<file path="src/rtl/assert_macros.svh">
// Assertion macros for the RTL files that check their own behaviour.
`ifndef ASSERT_MACROS_SVH
`define ASSERT_MACROS_SVH

// A property sampled on the rising clock edge, switched off while reset is low.
`define ASSERT_CLK(lbl, prop, msg) \
	lbl: assert property (@(posedge clk) disable iff (!arst_n) prop) else $error(msg);

// An implication: when the antecedent holds, the consequent holds next cycle.
`define ASSERT_NEXT(lbl, ante, cons, msg) \
	lbl: assert property (@(posedge clk) disable iff (!arst_n) (ante) |=> (cons)) \
		else $error(msg);

`endif

</file>
<file path="src/rtl/harp_pkg.sv">
`default_nettype none

package harp_pkg;

	// Position in the range grammar.
	typedef enum logic [3:0] {
		PH_A1_BEGIN = 4'd0,
		PH_A1_ZERO  = 4'd1,
		PH_A1_DIG   = 4'd2,
		PH_GAP1     = 4'd3,
		PH_A2_BEGIN = 4'd4,
		PH_A2_ZERO  = 4'd5,
		PH_A2_DIG   = 4'd6,
		PH_TRAIL    = 4'd7,
		PH_ERR_A1   = 4'd8,
		PH_ERR_SEP  = 4'd9
	} phase_t;

	// Control part of the parse state.
	typedef struct packed {
		phase_t phase;
		logic   digit_seen;
		logic   text_nonempty;
	} ctl_t;

	// Result of decoding one character as a hex digit.
	typedef struct packed {
		logic       hit;
		logic [3:0] val;
	} hex_t;

	localparam int CH_BITS = 16;
	localparam int CFG_BITS = 32;
	localparam int OUT_BITS = 32;
	localparam logic [CFG_BITS-1:0] MAX_ADDRESS_RESET = 32'h0000_FFFF;

	localparam logic [CH_BITS-1:0] CH_DOLLAR = 16'h0024;
	localparam logic [CH_BITS-1:0] CH_LOWER_X = 16'h0078;
	localparam logic [CH_BITS-1:0] CH_ZERO = 16'h0030;
	localparam logic [CH_BITS-1:0] CH_NINE = 16'h0039;
	localparam logic [CH_BITS-1:0] CH_DASH = 16'h002D;
	localparam logic [CH_BITS-1:0] CH_SPACE = 16'h0020;
	localparam logic [CH_BITS-1:0] CH_TAB = 16'h0009;
	localparam logic [CH_BITS-1:0] CH_CR = 16'h000D;
	localparam logic [CH_BITS-1:0] CH_LOWER_A = 16'h0061;
	localparam logic [CH_BITS-1:0] CH_LOWER_F = 16'h0066;
	localparam logic [CH_BITS-1:0] CH_UPPER_A = 16'h0041;
	localparam logic [CH_BITS-1:0] CH_UPPER_F = 16'h0046;
	localparam logic [CH_BITS-1:0] LETTER_OFFSET = 16'h000A;

	// Decodes an ASCII hex digit in either case.
	function automatic hex_t hex_digit(input logic [CH_BITS-1:0] c);
		hex_t r;
		logic [CH_BITS-1:0] diff;
		r = '0;
		diff = '0;
		if (c >= CH_ZERO && c <= CH_NINE) begin
			diff = c - CH_ZERO;
			r.hit = 1'b1;
		end else if (c >= CH_LOWER_A && c <= CH_LOWER_F) begin
			diff = c - CH_LOWER_A + LETTER_OFFSET;
			r.hit = 1'b1;
		end else if (c >= CH_UPPER_A && c <= CH_UPPER_F) begin
			diff = c - CH_UPPER_A + LETTER_OFFSET;
			r.hit = 1'b1;
		end
		r.val = diff[3:0];
		return r;
	endfunction

	// ASCII whitespace only: tab to carriage return, and space.
	function automatic logic is_space(input logic [CH_BITS-1:0] c);
		return (c == CH_SPACE) || (c >= CH_TAB && c <= CH_CR);
	endfunction

endpackage

`default_nettype wire

</file>
<file path="src/rtl/harp_parse.sv">
`default_nettype none

// Next parse state for one character of the range text.
module harp_parse #(
	parameter int ADDR_BITS = 32
) (
	input  wire logic [harp_pkg::CH_BITS-1:0] ch,
	input  wire harp_pkg::ctl_t               ctl,
	input  wire logic [ADDR_BITS-1:0]         first_value,
	input  wire logic [ADDR_BITS-1:0]         second_value,
	output harp_pkg::ctl_t                    ctl_next,
	output logic [ADDR_BITS-1:0]              first_next,
	output logic [ADDR_BITS-1:0]              second_next
);

	harp_pkg::hex_t         dig;
	logic                   sp;
	logic [ADDR_BITS-1:0]   dig_w;
	harp_pkg::phase_t       after_first;

	// Character classes.
	always_comb begin
		dig = harp_pkg::hex_digit(ch);
		sp = harp_pkg::is_space(ch);
		dig_w = ADDR_BITS'(dig.val);
	end

	// Phase that follows the first address once a non-digit arrives.
	always_comb begin
		if (sp) begin
			after_first = harp_pkg::PH_GAP1;
		end else if (ch == harp_pkg::CH_DASH) begin
			after_first = harp_pkg::PH_A2_BEGIN;
		end else begin
			after_first = harp_pkg::PH_ERR_SEP;
		end
	end

	// Grammar step.
	always_comb begin
		ctl_next = ctl;
		ctl_next.text_nonempty = 1'b1;
		first_next = first_value;
		second_next = second_value;
		case (ctl.phase)
			harp_pkg::PH_A1_BEGIN: begin
				ctl_next.digit_seen = 1'b0;
				if (ch == harp_pkg::CH_DOLLAR) begin
					ctl_next.phase = harp_pkg::PH_A1_DIG;
				end else if (ch == harp_pkg::CH_ZERO) begin
					ctl_next.phase = harp_pkg::PH_A1_ZERO;
				end else if (dig.hit) begin
					first_next = dig_w;
					ctl_next.digit_seen = 1'b1;
					ctl_next.phase = harp_pkg::PH_A1_DIG;
				end else begin
					ctl_next.phase = harp_pkg::PH_ERR_A1;
				end
			end
			harp_pkg::PH_A2_BEGIN: begin
				if (!sp) begin
					ctl_next.digit_seen = 1'b0;
					if (ch == harp_pkg::CH_DOLLAR) begin
						ctl_next.phase = harp_pkg::PH_A2_DIG;
					end else if (ch == harp_pkg::CH_ZERO) begin
						ctl_next.phase = harp_pkg::PH_A2_ZERO;
					end else if (dig.hit) begin
						second_next = dig_w;
						ctl_next.digit_seen = 1'b1;
						ctl_next.phase = harp_pkg::PH_A2_DIG;
					end else begin
						ctl_next.phase = harp_pkg::PH_ERR_SEP;
					end
				end
			end
			harp_pkg::PH_A1_ZERO: begin
				first_next = '0;
				if (ch == harp_pkg::CH_LOWER_X) begin
					ctl_next.digit_seen = 1'b0;
					ctl_next.phase = harp_pkg::PH_A1_DIG;
				end else begin
					ctl_next.digit_seen = 1'b1;
					if (dig.hit) begin
						first_next = dig_w;
						ctl_next.phase = harp_pkg::PH_A1_DIG;
					end else begin
						ctl_next.phase = after_first;
					end
				end
			end
			harp_pkg::PH_A1_DIG: begin
				if (dig.hit) begin
					first_next = {first_value[ADDR_BITS-5:0], dig.val};
					ctl_next.digit_seen = 1'b1;
				end else if (!ctl.digit_seen) begin
					ctl_next.phase = harp_pkg::PH_ERR_A1;
				end else begin
					ctl_next.phase = after_first;
				end
			end
			harp_pkg::PH_GAP1: begin
				ctl_next.phase = after_first;
			end
			harp_pkg::PH_A2_ZERO: begin
				second_next = '0;
				if (ch == harp_pkg::CH_LOWER_X) begin
					ctl_next.digit_seen = 1'b0;
					ctl_next.phase = harp_pkg::PH_A2_DIG;
				end else begin
					ctl_next.digit_seen = 1'b1;
					if (dig.hit) begin
						second_next = dig_w;
						ctl_next.phase = harp_pkg::PH_A2_DIG;
					end else begin
						ctl_next.phase = harp_pkg::PH_TRAIL;
					end
				end
			end
			harp_pkg::PH_A2_DIG: begin
				if (dig.hit) begin
					second_next = {second_value[ADDR_BITS-5:0], dig.val};
					ctl_next.digit_seen = 1'b1;
				end else if (ctl.digit_seen) begin
					ctl_next.phase = harp_pkg::PH_TRAIL;
				end else begin
					ctl_next.phase = harp_pkg::PH_ERR_SEP;
				end
			end
			default: begin
				ctl_next.phase = ctl.phase;
			end
		endcase
	end

endmodule

`default_nettype wire

</file>
<file path="src/rtl/harp_result.sv">
`default_nettype none

// Final verdict for a finished text: validity, clamp and swap.
module harp_result #(
	parameter int ADDR_BITS = 32
) (
	input  wire harp_pkg::ctl_t                ctl,
	input  wire logic [ADDR_BITS-1:0]          first_value,
	input  wire logic [ADDR_BITS-1:0]          second_value,
	input  wire logic [harp_pkg::CFG_BITS-1:0] max_address,
	output logic                               ok,
	output logic [harp_pkg::OUT_BITS-1:0]      range_start,
	output logic [harp_pkg::OUT_BITS-1:0]      range_end
);

	// Compare width covers both the accumulators and the limit register.
	localparam int CW = (ADDR_BITS > harp_pkg::CFG_BITS) ? ADDR_BITS : harp_pkg::CFG_BITS;

	logic [CW-1:0] first_w;
	logic [CW-1:0] second_w;
	logic [CW-1:0] max_w;
	logic [CW-1:0] s_w;
	logic [CW-1:0] e_w;
	logic [CW-1:0] e_pair;

	always_comb begin
		first_w = CW'(first_value);
		second_w = CW'(second_value);
		max_w = CW'(max_address);
		e_pair = (ctl.phase == harp_pkg::PH_A2_ZERO) ? '0 : second_w;
	end

	// Pick the outcome from the phase the text ended in.
	always_comb begin
		ok = 1'b0;
		s_w = '0;
		e_w = '0;
		if (!ctl.text_nonempty) begin
			ok = 1'b1;
			e_w = max_w;
		end else if (ctl.phase == harp_pkg::PH_A1_ZERO || ctl.phase == harp_pkg::PH_GAP1
				|| (ctl.phase == harp_pkg::PH_A1_DIG && ctl.digit_seen)) begin
			// A single address.
			ok = 1'b1;
			s_w = (ctl.phase == harp_pkg::PH_A1_ZERO) ? '0 : first_w;
			e_w = s_w;
		end else if (ctl.phase == harp_pkg::PH_A2_ZERO
				|| (ctl.phase == harp_pkg::PH_A2_DIG && ctl.digit_seen)) begin
			// A complete pair: check start, clamp end, order the two.
			s_w = first_w;
			e_w = e_pair;
			if (first_w <= max_w) begin
				ok = 1'b1;
				if (e_pair > max_w) begin
					e_w = max_w;
				end else if (e_pair < first_w) begin
					s_w = e_pair;
					e_w = first_w;
				end
			end
		end else if (ctl.phase == harp_pkg::PH_TRAIL) begin
			s_w = first_w;
			e_w = second_w;
		end else if (ctl.phase == harp_pkg::PH_A2_BEGIN || ctl.phase == harp_pkg::PH_A2_DIG
				|| ctl.phase == harp_pkg::PH_ERR_SEP) begin
			s_w = first_w;
		end
	end

	assign range_start = s_w[harp_pkg::OUT_BITS-1:0];
	assign range_end = e_w[harp_pkg::OUT_BITS-1:0];

endmodule

`default_nettype wire

</file>
<file path="src/rtl/hex_address_range_parser.sv">
`default_nettype none

`include "assert_macros.svh"

// Hex address range parser. The range text arrives one character per item on the
// slave stream, and an item with tlast set ends the text; that end item yields one
// result on the master stream (ok in tuser, start and end addresses in tdata), while
// character items yield none. A text is an address with an optional '$' or '0x'
// prefix, optionally followed by spaces, a '-', spaces and a second address; an empty
// text gives the range from zero to max_address. The block takes one item every
// cycle while no end item is held back: an item waits in the input register, where
// the grammar step and the result logic run in a single pass, and the result of an
// end item appears on the master side at the edge at which it leaves the input
// register. Only a result left waiting on the master side holds an end item back,
// and then no further item is accepted. The limit register is written over the cfg
// channel, which is always ready; the user must write it only while no text is in
// flight, as the block itself does not enforce this. Reset sets it to 0xFFFF.
// Accumulators are ADDR_BITS wide and wrap; reported addresses are their low 32 bits.
module hex_address_range_parser #(
	parameter int ADDR_BITS = 32
) (
	input  wire logic        clk,
	input  wire logic        arst_n,
	// Configuration: max_address.
	input  wire logic        cfg_valid,
	output logic             cfg_ready,
	input  wire logic [31:0] cfg_data,
	// Characters: tdata [15:0] ch; tlast is end_of_text.
	input  wire logic        s_tvalid,
	output logic             s_tready,
	input  wire logic [15:0] s_tdata,
	input  wire logic        s_tlast,
	// Results: tdata [31:0] range_start, [63:32] range_end; tuser [0] ok.
	output logic             m_tvalid,
	input  wire logic        m_tready,
	output logic [63:0]      m_tdata,
	output logic             m_tuser
);

	logic [harp_pkg::CFG_BITS-1:0] max_address_q;

	logic                          valid_s1;
	logic [harp_pkg::CH_BITS-1:0]  ch_s1;
	logic                          eot_s1;

	harp_pkg::ctl_t                ctl_q;
	logic [ADDR_BITS-1:0]          first_q;
	logic [ADDR_BITS-1:0]          second_q;

	harp_pkg::ctl_t                ctl_next;
	logic [ADDR_BITS-1:0]          first_next;
	logic [ADDR_BITS-1:0]          second_next;

	logic                          res_ok;
	logic [harp_pkg::OUT_BITS-1:0] res_start;
	logic [harp_pkg::OUT_BITS-1:0] res_end;

	logic                          m_valid_q;
	logic                          ok_q;
	logic [harp_pkg::OUT_BITS-1:0] start_q;
	logic [harp_pkg::OUT_BITS-1:0] end_q;

	logic                          out_free;
	logic                          adv;

	// Flow control: character items always leave stage one, end items need the
	// result register free or emptying.
	assign out_free = !m_valid_q || m_tready;
	assign adv = valid_s1 && (!eot_s1 || out_free);
	assign s_tready = !valid_s1 || adv;
	assign cfg_ready = 1'b1;

	// Limit register.
	always_ff @(posedge clk or negedge arst_n) begin
		if (!arst_n) begin
			max_address_q <= harp_pkg::MAX_ADDRESS_RESET;
		end else if (cfg_valid) begin
			max_address_q <= cfg_data;
		end
	end

	// Input register.
	always_ff @(posedge clk or negedge arst_n) begin
		if (!arst_n) begin
			valid_s1 <= 1'b0;
		end else if (s_tvalid && s_tready) begin
			valid_s1 <= 1'b1;
		end else if (adv) begin
			valid_s1 <= 1'b0;
		end
	end

	always_ff @(posedge clk) begin
		if (s_tvalid && s_tready) begin
			ch_s1 <= s_tdata;
			eot_s1 <= s_tlast;
		end
	end

	harp_parse #(
		.ADDR_BITS(ADDR_BITS)
	) u_parse (
		.ch          (ch_s1),
		.ctl         (ctl_q),
		.first_value (first_q),
		.second_value(second_q),
		.ctl_next    (ctl_next),
		.first_next  (first_next),
		.second_next (second_next)
	);

	harp_result #(
		.ADDR_BITS(ADDR_BITS)
	) u_result (
		.ctl         (ctl_q),
		.first_value (first_q),
		.second_value(second_q),
		.max_address (max_address_q),
		.ok          (res_ok),
		.range_start (res_start),
		.range_end   (res_end)
	);

	// Parse state: advanced by characters, cleared by the end item.
	always_ff @(posedge clk or negedge arst_n) begin
		if (!arst_n) begin
			ctl_q <= '{phase: harp_pkg::PH_A1_BEGIN, digit_seen: 1'b0, text_nonempty: 1'b0};
			first_q <= '0;
			second_q <= '0;
		end else if (adv) begin
			if (eot_s1) begin
				ctl_q <= '{phase: harp_pkg::PH_A1_BEGIN, digit_seen: 1'b0,
					text_nonempty: 1'b0};
				first_q <= '0;
				second_q <= '0;
			end else begin
				ctl_q <= ctl_next;
				first_q <= first_next;
				second_q <= second_next;
			end
		end
	end

	// Result register.
	always_ff @(posedge clk or negedge arst_n) begin
		if (!arst_n) begin
			m_valid_q <= 1'b0;
		end else if (adv && eot_s1) begin
			m_valid_q <= 1'b1;
		end else if (m_tready) begin
			m_valid_q <= 1'b0;
		end
	end

	always_ff @(posedge clk) begin
		if (adv && eot_s1) begin
			ok_q <= res_ok;
			start_q <= res_start;
			end_q <= res_end;
		end
	end

	assign m_tvalid = m_valid_q;
	assign m_tdata = {end_q, start_q};
	assign m_tuser = ok_q;

	// A character item never produces a result.
	`ASSERT_NEXT(a_char_no_result, valid_s1 && !eot_s1 && !m_valid_q, !m_valid_q,
		"character item produced a result")

	// Once an end item is consumed the grammar starts afresh.
	`ASSERT_NEXT(a_end_clears, adv && eot_s1,
		ctl_q.phase == harp_pkg::PH_A1_BEGIN && !ctl_q.text_nonempty && !ctl_q.digit_seen,
		"parse state not cleared after end item")

	// An end item may only move on when its result has somewhere to go.
	`ASSERT_CLK(a_no_overwrite, !(adv && eot_s1 && m_valid_q && !m_tready),
		"pending result overwritten")

endmodule

`default_nettype wire
</file>
<file path="config.mk">
export PLATFORM = sky130hd
export DESIGN_NAME = hex_address_range_parser
export DESIGN_NICKNAME = d
export VERILOG_FILES = /design/src/rtl/harp_pkg.sv /design/src/rtl/harp_parse.sv /design/src/rtl/harp_result.sv /design/src/rtl/hex_address_range_parser.sv
export VERILOG_INCLUDE_DIRS = /design/src /design/src/rtl
export SDC_FILE = /design/constraint.sdc
export NUM_CORES = 1
export LEC_CHECK = 0
export ABC_AREA = 1
export BUFFER_PORTS_ARGS = -buffer_cell sky130_fd_sc_hd__clkbuf_2
export CORE_AREA = 2 2 186 188
export CTS_CLUSTER_SIZE = 16
export DETAILED_ROUTE_END_ITERATION = 16
export DIE_AREA = 0 0 188 190
export SLEW_MARGIN = 0
export SYNTH_ARGS = -nofsm -noshare
export SYNTH_HDL_FRONTEND = slang
export SYNTH_HIERARCHICAL = 1
export SYNTH_SLANG_ARGS = --single-unit
</file>
<file path="constraint.sdc">
create_clock -name clk -period 5.6 [get_ports clk]
set_input_delay 1.12 -clock clk [delete_from_list [all_inputs] [get_ports clk]]
set_output_delay 1.12 -clock clk [all_outputs]
set_load 0.02 [all_outputs]
</file>
==> After elaboration in Yosys (flattened, before gate mapping) <==
Index checks and enable logic that the tools add are counted.
{ "classes": {"add_sub_neg": 5, "magnitude_cmp": 11, "eq_ne": 25, "muxes": 64, "bitwise": 1, "reduce_logical": 34} }
{ "op_table": {"columns": ["op", "count"], "rows": [
  ["32-bit two-way mux", 25],
  ["32-bit case mux with 3 select lines", 2],
  ["4-bit two-way mux", 17],
  ["16-bit by 6-bit == test with 1-bit output, second input constant", 4],
  ["16-bit by 7-bit greater-or-equal comparator with 1-bit output, second input constant", 2],
  ["32-bit greater-than comparator", 1],
  ["16-bit by 7-bit less-or-equal comparator with 1-bit output, second input constant", 2],
  ["32-bit less-or-equal comparator", 1],
  ["32-bit less-than comparator", 1],
  ["4-bit case mux with 7 select lines", 1],
  ["3-bit != test, second input constant", 7],
  ["16-bit by 7-bit == test with 1-bit output, second input constant", 1],
  ["4-bit by 3-bit == test with 1-bit output, second input constant", 4],
  ["16-bit by 4-bit greater-or-equal comparator with 1-bit output, second input constant", 1],
  ["16-bit by 6-bit greater-or-equal comparator with 1-bit output, second input constant", 1],
  ["16-bit by 4-bit less-or-equal comparator with 1-bit output, second input constant", 1],
  ["16-bit by 6-bit less-or-equal comparator with 1-bit output, second input constant", 1],
  ["1-bit two-way mux", 14],
  ["3-bit by 2-bit != test with 1-bit output, second input constant", 4],
  ["4-bit by 1-bit subtractor with 4-bit output, second input constant", 3],
  ["5-bit two-way mux", 2],
  ["1-bit logical AND", 9],
  ["1-bit logical OR", 9],
  ["4-bit adder, second input constant", 2],
  ["other kinds (19)", 25]
]} }
{ "word_totals": {"ff_bits": 186, "in_bits": 54, "output_inout_bits": 68, "elab_cells": 153} }

==> Logic depth before layout (Yosys ltp) <==
Gate-level depths: netlist of the first run.
{ "depth": {"depth_word": 11, "depth_mapped": 25} }

==> Cells and area by module <==
The synthesis of the first run kept the hierarchy.
{ "modules_own_cells": {"columns": ["mod", "instances", "cells_each", "area_each_um2"], "rows": [
  ["hex_address_range_parser", 1, 528, 6497.5],
  ["harp_result", 1, 1289, 6298.5],
  ["harp_parse", 1, 473, 2113.3]
]} }

==> Least setup slack after synthesis of the first run <==
Ideal clock, no wire load.
{ "synth_path": {"path_kind": "register to register", "start": "register ctl_q[3] (netlist bit)", "end": "register end_q[10] (netlist bit), data pin", "arrival_time_ns": 3.045, "t_required_ns": 5.348, "path_slack_ns": 2.303, "stages_incl_launch_ff": 21, "n_path_buf": 2, "path_cell_list": "dfrtp_1 -> inv_2 -> nand2_1 -> nor2_4 -> clkbuf_1 -> nor2_1 -> ha_1 -> nand2_1 -> nor4_1 -> inv_1 -> nor3_1 -> nand2_2 -> nand2_2 -> buf_2 -> nand2_1 -> nand3_1 -> nand2_1 -> nand2_1 -> nand2_1 -> nand2_1 -> nand2_1"} }
{ "synth_between": {"elab_chain_len": 9, "elab_cells_between_ends": 22, "cone_classes": "order compare: 2; eq/ne: 6; mux: 9; reduce/logical: 5"} }
{ "synth_rtl": {"columns": ["element", "line", "text"], "rows": [
  ["start: declaration", "hex_address_range_parser.sv:46", "harp_pkg::ctl_t ctl_q;"],
  ["start signal: assignment", "hex_address_range_parser.sv:127", "ctl_q <= '{phase: harp_pkg::PH_A1_BEGIN, digit_seen: 1'b0, text_nonempty: 1'b0};"],
  ["start signal: assignment", "hex_address_range_parser.sv:132", "ctl_q <= '{phase: harp_pkg::PH_A1_BEGIN, digit_seen: 1'b0,"],
  ["start signal: assignment", "hex_address_range_parser.sv:137", "ctl_q <= ctl_next;"],
  ["4-bit by 3-bit == test with 1-bit output", "harp_result.sv:30, harp_result.sv:47", null],
  ["32-bit two-way mux", "harp_result.sv:30", "e_pair = (ctl.phase == harp_pkg::PH_A2_ZERO) ? '0 : second_w;"],
  ["32-bit less-than comparator", "harp_result.sv:56", "end else if (e_pair < first_w) begin"],
  ["32-bit two-way mux", "harp_result.sv:56", null],
  ["32-bit two-way mux", "harp_result.sv:54", "if (e_pair > max_w) begin"],
  ["32-bit two-way mux", "harp_result.sv:52", "if (first_w <= max_w) begin"],
  ["32-bit two-way mux", "harp_result.sv:47", "end else if (ctl.phase == harp_pkg::PH_A2_ZERO"],
  ["32-bit two-way mux *", "harp_result.sv:41", "end else if (ctl.phase == harp_pkg::PH_A1_ZERO || ctl.phase == harp_pkg::PH_GAP1"],
  ["32-bit two-way mux *", "harp_result.sv:38", "if (!ctl.text_nonempty) begin"],
  ["via res_end, one bit", "hex_address_range_parser.sv:56", "logic [harp_pkg::OUT_BITS-1:0] res_end;"],
  ["end signal: assignment", "hex_address_range_parser.sv:159", "end_q <= res_end;"],
  ["end: declaration", "hex_address_range_parser.sv:61", "logic [harp_pkg::OUT_BITS-1:0] end_q;"]
]} }
The timed path passes the listed nets; every way through them passes the cells marked *.
A chain may end at the register's enable or synchronous reset.

==> Worst setup path in the final report of the first run <==
{ "layout_path": {"start": "register ctl_q[5] (netlist bit)", "end": "register start_q[4] (netlist bit), data pin"} }
{ "layout_between": {"elab_chain_len": 8, "elab_cells_between_ends": 26, "cone_classes": "order compare: 2; eq/ne: 8; mux: 9; reduce/logical: 7"} }
{ "layout_rtl": {"columns": ["element", "line", "text"], "rows": [
  ["4-bit by 3-bit == test with 1-bit output", "harp_result.sv:30, harp_result.sv:47", null],
  ["32-bit two-way mux", "harp_result.sv:30", null],
  ["32-bit less-than comparator", "harp_result.sv:56", null],
  ["32-bit two-way mux", "harp_result.sv:56", null],
  ["32-bit two-way mux", "harp_result.sv:54", null],
  ["32-bit two-way mux", "harp_result.sv:52", null],
  ["32-bit two-way mux", "harp_result.sv:47", null],
  ["32-bit two-way mux *", "harp_result.sv:41", null],
  ["end signal: assignment", "hex_address_range_parser.sv:158", "start_q <= res_start;"],
  ["end: declaration", "hex_address_range_parser.sv:60", "logic [harp_pkg::OUT_BITS-1:0] start_q;"]
]} }
Every way passes the cells marked *; elsewhere a longest branch is shown, timed or not.

==> results of run 1 <==
-- worst register-to-register path: cells and delay by family, from the launching register on --
family | cells | cell delay, ns
AOI/OAI and AO/OA | 1 | 0.09
buffers and inverters | 4 | 1.18
adders and majority gates | 1 | 0.31
DFF | 1 | 0.47
and+or+nand+nor | 10 | 2.29
-- flip-flops by register name, indices dropped and copies added, names as in the netlist --
register	count
first_q	32
ctl_q	6
second_q	32
valid_s1	1
ch_s1	16
max_address_q	32
eot_s1	1
m_tuser	1
m_tvalid	1
start_q	32
end_q	32
-- kinds of logic (layout without fill, tap and decap cells) --
group,Yosys count,count (layout),synth area share (%)
fa+ha+maj,91,91,7.64
flops,186,186,34.1
simple gates,1256,1256,35.0
compound gates,281,281,10.2
buf+inv,470,539,12.8
mux,1,1,0.0671
other cells,2,2,0.0504
xor+xnor,3,3,0.176
-- per-stage QoR --
step | power, mW | cell area [um^2] | std cells | hold WS, ns | util (%)
floorplan | 1.93 | 14900 | 2290 | 0.440 | -
CTS | 3.42 | 16400 | 2814 | 0.500 | 48.2
global placement | 2.11 | 15800 | 2782 | 0.483 | 46.4
finish | 3.39 | 16400 | 2814 | 0.497 | 48.2
detailed placement | 2.11 | 15800 | 2782 | 0.484 | 46.4
global route | 3.55 | 16400 | 2814 | 0.509 | 48.2
-- final cells by class --
| type | count | area, um^2 | area share, % |
|---|---|---|---|
| multi-input cells | 1634 | 7960 | 48.6 |
| flip-flops and latches | 186 | 5080 | 31.1 |
| inverters | 364 | 1370 | 8.35 |
| repair buffers | 143 | 776 | 4.74 |
| well taps | 455 | 569 | 3.48 |
| clock buffers | 17 | 425 | 2.60 |
| clock inverters | 15 | 186 | 1.14 |
-- cells in the mapped netlist, drive strengths merged --
library cell    n
a21oi         111
dfrtp          88
o22ai           1
and2            1
edfxtp         82
dfstp          16
nand2         874
nor4            2
o211ai          8
o21bai          2
a31o            2
buf            47
nor3            8
nand4          21
nor2          104
a211oi          2
o31ai           1
o21ai         116
nand3         242
ha             91
inv           364
a31oi          32
mux2i           1
xor2            3
o32ai           1
o21a            1
a221oi          2
clkbuf         59
a21boi          2
nand3b          4
conb            2
-- power groups by stage --
| stage | registers (mW) | clock network [mW] | logic, mW |
|---|---|---|---|
| floorplan | 1.61 | 0 | 0.317 |
| global placement | 1.59 | 0 | 0.516 |
| detailed placement | 1.59 | 0 | 0.520 |
| CTS | 1.57 | 1.33 | 0.523 |
| global route | 1.57 | 1.39 | 0.585 |
| finish | 1.57 | 1.30 | 0.524 |
-- per-layer routing --
| metal | part of all wire, % | vias to the layer above | track usage (%) | wire length [um] |
|---|---|---|---|---|
| met3 | 6.9 | 116 | 4.69 | 3340 |
| met4 | 2.9 | 0 | 10.1 | 1420 |
| met1 | 44 | 6837 | 36.0 | 21400 |
| met5 | 0 | - | 0 | 0 |
| li1 | - | 7365 | - | - |
| met2 | 46 | 608 | 44.7 | 22100 |
-- worst min-delay path by stage --
stage                      start                end  slack, ns  cells after the start
2_1_floorplan           ctl_q[0]           ctl_q[0]       0.44                      2
3_3_place_gp    max_address_q[4]   max_address_q[4]       0.48                      2
3_5_place_dp        second_q[28]       second_q[28]       0.48                      2
4_1_cts        max_address_q[10]  max_address_q[10]       0.50                      2
5_1_grt         max_address_q[3]   max_address_q[3]       0.51                      2
6_report       max_address_q[12]  max_address_q[12]       0.50                      2
==> run summary, run 1 <==
Setup crit end: start_q[4]
Final Wtd Congestion: 0.904
fin crit share: 82.3%
endpoints failing setup: 0
max-slew violations: 0
Core Rows: 68
FF-to-FF path depth: 16
fillcell total: 3466
Clk Latency, worst-skew pair: 0.47 ns
top post-synthesis cells by area: nand2_1 22%, edfxtp_1 17%, dfrtp_1 15%, inv_1 9.0%, nand3_1 8.0%
Pint: 2.36 mW
CP Max Fanout: 64
Starting Density: 43.9%
Max Cap Viol: 0
status: finished clean
Power Dens Cells: 207 nW/um^2
drt pass-1 iters: 5
RR Endpoint: start_q[4]
P&R area growth vs syn: 9.81%
GR Util All Layers: 27.2%
yosys warns: 6
PortBufs: 120
# DRC: 0
Yosys top cell area share: 21.8%
Slew HR: 21.9%
RSZ-0062 raised after global routing: no
nets: 2491
Clock Tree Root: clkbuf_16
GRT overflow: 0
Detail Route Antenna Nets: 0
average instance area after synthesis: 6.51 um^2
first-pass GRT wire length: 76400 um
synthesized area: 14900 um^2
CTS Sinks: 186
DRT iter0 DRCs: 1402
number of vias per cell: 5.30
Setup WS post-layout: 0.990 ns
post-cts sizing count: 0
VDD IR-drop max: 231 uV
crit start category: flop
setup_tns: 0 ns
maximum clock path buffer count: 2
critical path type: flop to flop
Logic pwr share: 15.4%
CTS tree: built
Clock transition at path regs: 0.07 ns
most common cell after layout, fill and taps aside: nand2_1
FF-to-FF setup slack: 0.99 ns
Routed WL per cell: 17.1 um
most frequent cells in the layout: 863 x nand2_1, 353 x inv_1, 238 x nand3_1
post-synthesis cell type count: 44
CP Depth: 16
switching share of power: 30.3%
antenna violations before repair: 0
drt total wl: 48300 um
# IOs: 122
post-synth top area cell: nand2_1
CP max stage delay: 0.75 ns
Psw: 1.03 mW
core area: 33900 um^2
worst path required time: 5.80 ns
fin crit period: 4.61 ns
FF+latch count, synth: 186
H-tree levels: 4
crit path from: ctl_q[5]
worst r2r src: ctl_q[5]
CTS Hold Bufs: 0
setup bufs post-CTS: 0
ant diodes: 0
most used cell, CP: nand3_1
Clk pwr share: 38.4%
post-DP HPWL: 31500 um
Die Height: 190 um
Worst Path Arrival: 4.81 ns
Leakage: 9.09 nW
Placement Setup Slack: 1.17 ns
post-route clock skew: 0.0184 ns
Fin. Hold Viols: 0
TritonCTS Buffers: 17
cell chain of the critical path: inv_1 -> nand2_1 -> nor2_4 -> buf_4 -> nor2_1 -> ha_1 -> nand2_1 -> inv_1 -> nand3_1 -> nor4_1 -> nand4_1 -> nand2_2 -> buf_4 -> nand3_1 -> nand3_1 -> a21oi_1
f_max: 0.217 GHz
Cells after Synth: 2290
CP Capture Type: flop
buffers and inverters on the worst path: 4
pin count of the biggest net entering global routing: 71
Vias: 14900
die area: 35700 um^2
Worst Tran Pin Value: 1.17 ns
Critical-path top delay cell: nor4_1
worst min path class: flop to flop
Flop pwr share: 46.2%
post-synthesis sequential area ratio: 34.1%
vias in the first global route: 14100
syn_nets: 2435
kind of cell adding the most delay to the critical path: simple AND/OR/NAND/NOR gates
Die W: 188 um
share of layout cells above drive strength 1: 9.83%
Note: power is estimated with default switching activity, not from simulation.
==> inputs of run 2 (changes only) <==
==> constraint.sdc (replaced) <==
create_clock -name clk -period 4.6 [get_ports clk]
set_input_delay 0.92 -clock clk [delete_from_list [all_inputs] [get_ports clk]]
set_output_delay 0.92 -clock clk [all_outputs]
set_load 0.02 [all_outputs]
==> run summary, run 2 (synthesis results as in run 1) <==
status: finished clean (unchanged)
GR Util All Layers: 27.7% (was 27.2%)
Worst Path Arrival: 4.58 ns (was 4.81 ns)
drt total wl: 49200 um (was 48300 um)
fin crit period: 4.38 ns (was 4.61 ns)
# IOs: 122 (unchanged)
CTS tree: built (unchanged)
FF-to-FF path depth: 18 (was 16)
nets: 2499 (was 2491)
TritonCTS Buffers: 17 (unchanged)
Max Cap Viol: 0 (unchanged)
fin crit share: 95.1% (was 82.3%)
post-DP HPWL: 32100 um (was 31500 um)
endpoints failing setup: 0 (unchanged)
CTS Sinks: 186 (unchanged)
RSZ-0062 raised after global routing: no (unchanged)
Power Dens Cells: 250 nW/um^2 (was 207 nW/um^2)
CTS Hold Bufs: 0 (unchanged)
Clock transition at path regs: 0.07 ns (about the same)
crit start category: flop (unchanged)
# DRC: 0 (unchanged)
Slew HR: 15.2% (was 21.9%)
CP Capture Type: flop (unchanged)
Clk Latency, worst-skew pair: 0.46 ns (was 0.47 ns)
Leakage: 9.13 nW (was 9.09 nW)
fillcell total: 3481 (was 3466)
first-pass GRT wire length: 77500 um (was 76400 um)
max-slew violations: 0 (unchanged)
Vias: 15100 (was 14900)
Core Rows: 68 (unchanged)
GRT overflow: 0 (unchanged)
Fin. Hold Viols: 0 (unchanged)
DRT iter0 DRCs: 1310 (was 1402)
most common cell after layout, fill and taps aside: nand2_1 (unchanged)
Clock Tree Root: clkbuf_16 (unchanged)
setup bufs post-CTS: 0 (unchanged)
core area: 33900 um^2 (unchanged)
crit path from: ctl_q[5] (unchanged)
Worst Tran Pin Value: 1.27 ns (was 1.17 ns)
RR Endpoint: start_q[17] (was start_q[4])
critical path type: flop to flop (unchanged)
Starting Density: 43.9% (unchanged)
FF-to-FF setup slack: 0.22 ns (was 0.99 ns)
Routed WL per cell: 17.4 um (was 17.1 um)
f_max: 0.228 GHz (was 0.217 GHz)
post-route clock skew: 0.0122 ns (was 0.0184 ns)
worst path required time: 4.81 ns (was 5.80 ns)
setup_tns: 0 ns (unchanged)
pin count of the biggest net entering global routing: 71 (unchanged)
P&R area growth vs syn: 10.3% (was 9.81%)
most frequent cells in the layout: 863 x nand2_1, 355 x inv_1, 238 x nand3_1 (was 863 x nand2_1, 353 x inv_1, 238 x nand3_1)
die area: 35700 um^2 (unchanged)
maximum clock path buffer count: 2 (unchanged)
Die W: 188 um (unchanged)
Setup crit end: start_q[17] (was start_q[4])
H-tree levels: 4 (unchanged)
ant diodes: 0 (unchanged)
Detail Route Antenna Nets: 0 (unchanged)
VDD IR-drop max: 294 uV (was 231 uV)
share of layout cells above drive strength 1: 10.1% (was 9.83%)
Final Wtd Congestion: 0.899 (was 0.904)
CP Max Fanout: 21 (was 64)
PortBufs: 120 (unchanged)
antenna violations before repair: 0 (unchanged)
worst min path class: flop to flop (unchanged)
drt pass-1 iters: 6 (was 5)
Die Height: 190 um (unchanged)
worst r2r src: ctl_q[5] (unchanged)
number of vias per cell: 5.33 (was 5.30)
vias in the first global route: 14100 (about the same)
Finished Core Util: 48.4% (was 48.2%)
==> run 2: cell types whose count changed in the layout (fill, tap and decap cells not counted), sizes merged <==
cell / change
inv: -2
buf: +8
clkbuf: +1
clkinv: +1
==> run 2: routing by layer <==
metal / track usage [%] / up-vias / wire (um)
met4: 9.60 / 0 / 1350
met5: 0 / - / 0
met3: 3.38 / 87 / 3540
met1: 37.8 / 6898 / 22100
met2: 45.5 / 667 / 22200
li1: - / 7399 / -
==> run 2: worst min path at each step <==
stage | cells past startpoint | slack (ns) | endpoint | from
2_1_floorplan | 2 | 0.44 | ctl_q[0] | ctl_q[0]
3_3_place_gp | 2 | 0.48 | second_q[31] | second_q[31]
3_5_place_dp | 2 | 0.49 | max_address_q[12] | max_address_q[12]
4_1_cts | 2 | 0.50 | max_address_q[12] | max_address_q[12]
5_1_grt | 2 | 0.51 | max_address_q[12] | max_address_q[12]
6_report | 2 | 0.50 | max_address_q[12] | max_address_q[12]
==> run 2: area by class of cell <==
type | instances | area [um^2] | area share [%]
multi-input cells | 1634 | 7960 | 48.4
flip-flops and latches | 186 | 5090 | 30.9
inverters | 364 | 1370 | 8.31
repair buffers | 151 | 861 | 5.24
well taps | 455 | 569 | 3.46
clock buffers | 18 | 429 | 2.61
clock inverters | 14 | 170 | 1.04
==> run 2: metrics by stage <==
| step | total power [mW] | instances | hold WS, ns | cell area (um^2) | worst slack [ns] |
|---|---|---|---|---|---|
| floorplan | 2.35 | 2290 | 0.440 | 14900 | 1.30 |
| global placement | 2.59 | 2790 | 0.482 | 15800 | 0.301 |
| detailed placement | 2.59 | 2790 | 0.487 | 15800 | 0.201 |
| CTS | 4.14 | 2822 | 0.500 | 16400 | 0.150 |
| global route | 4.29 | 2822 | 0.508 | 16400 | 0.00373 |
| finish | 4.11 | 2822 | 0.497 | 16400 | 0.223 |
==> run 2: worst max-delay path, cell delays in order (launching register included) <==
cell	delay, ns
dfrtp_1	0.47
inv_1	0.15
nand2_1	0.16
nor2_4	0.25
buf_4	0.32
nor2_1	0.15
ha_1	0.32
nand2_1	0.07
nor4_2	0.38
inv_1	0.09
nor3_1	0.51
nand2_2	0.12
nand2_2	0.11
nor2_4	0.05
nand2_2	0.40
buf_4	0.30
nand2_1	0.09
nand3_1	0.08
a21oi_1	0.07
==> run 2: report_power, final <==
| part | internal (mW) | total (mW) | switching (mW) | leakage, nW |
|---|---|---|---|---|
| Clock | 0.857 | 1.55 | 0.695 | 0.286 |
| Sequential | 1.84 | 1.91 | 0.0706 | 2.15 |
| Combinational | 0.185 | 0.655 | 0.470 | 6.70 |
==> run 2: timing repair <==
item,in CTS,in global routing
hold endpoints to repair,0,0
gates resized for setup,0,1
endpoints found under the setup margin,0,49
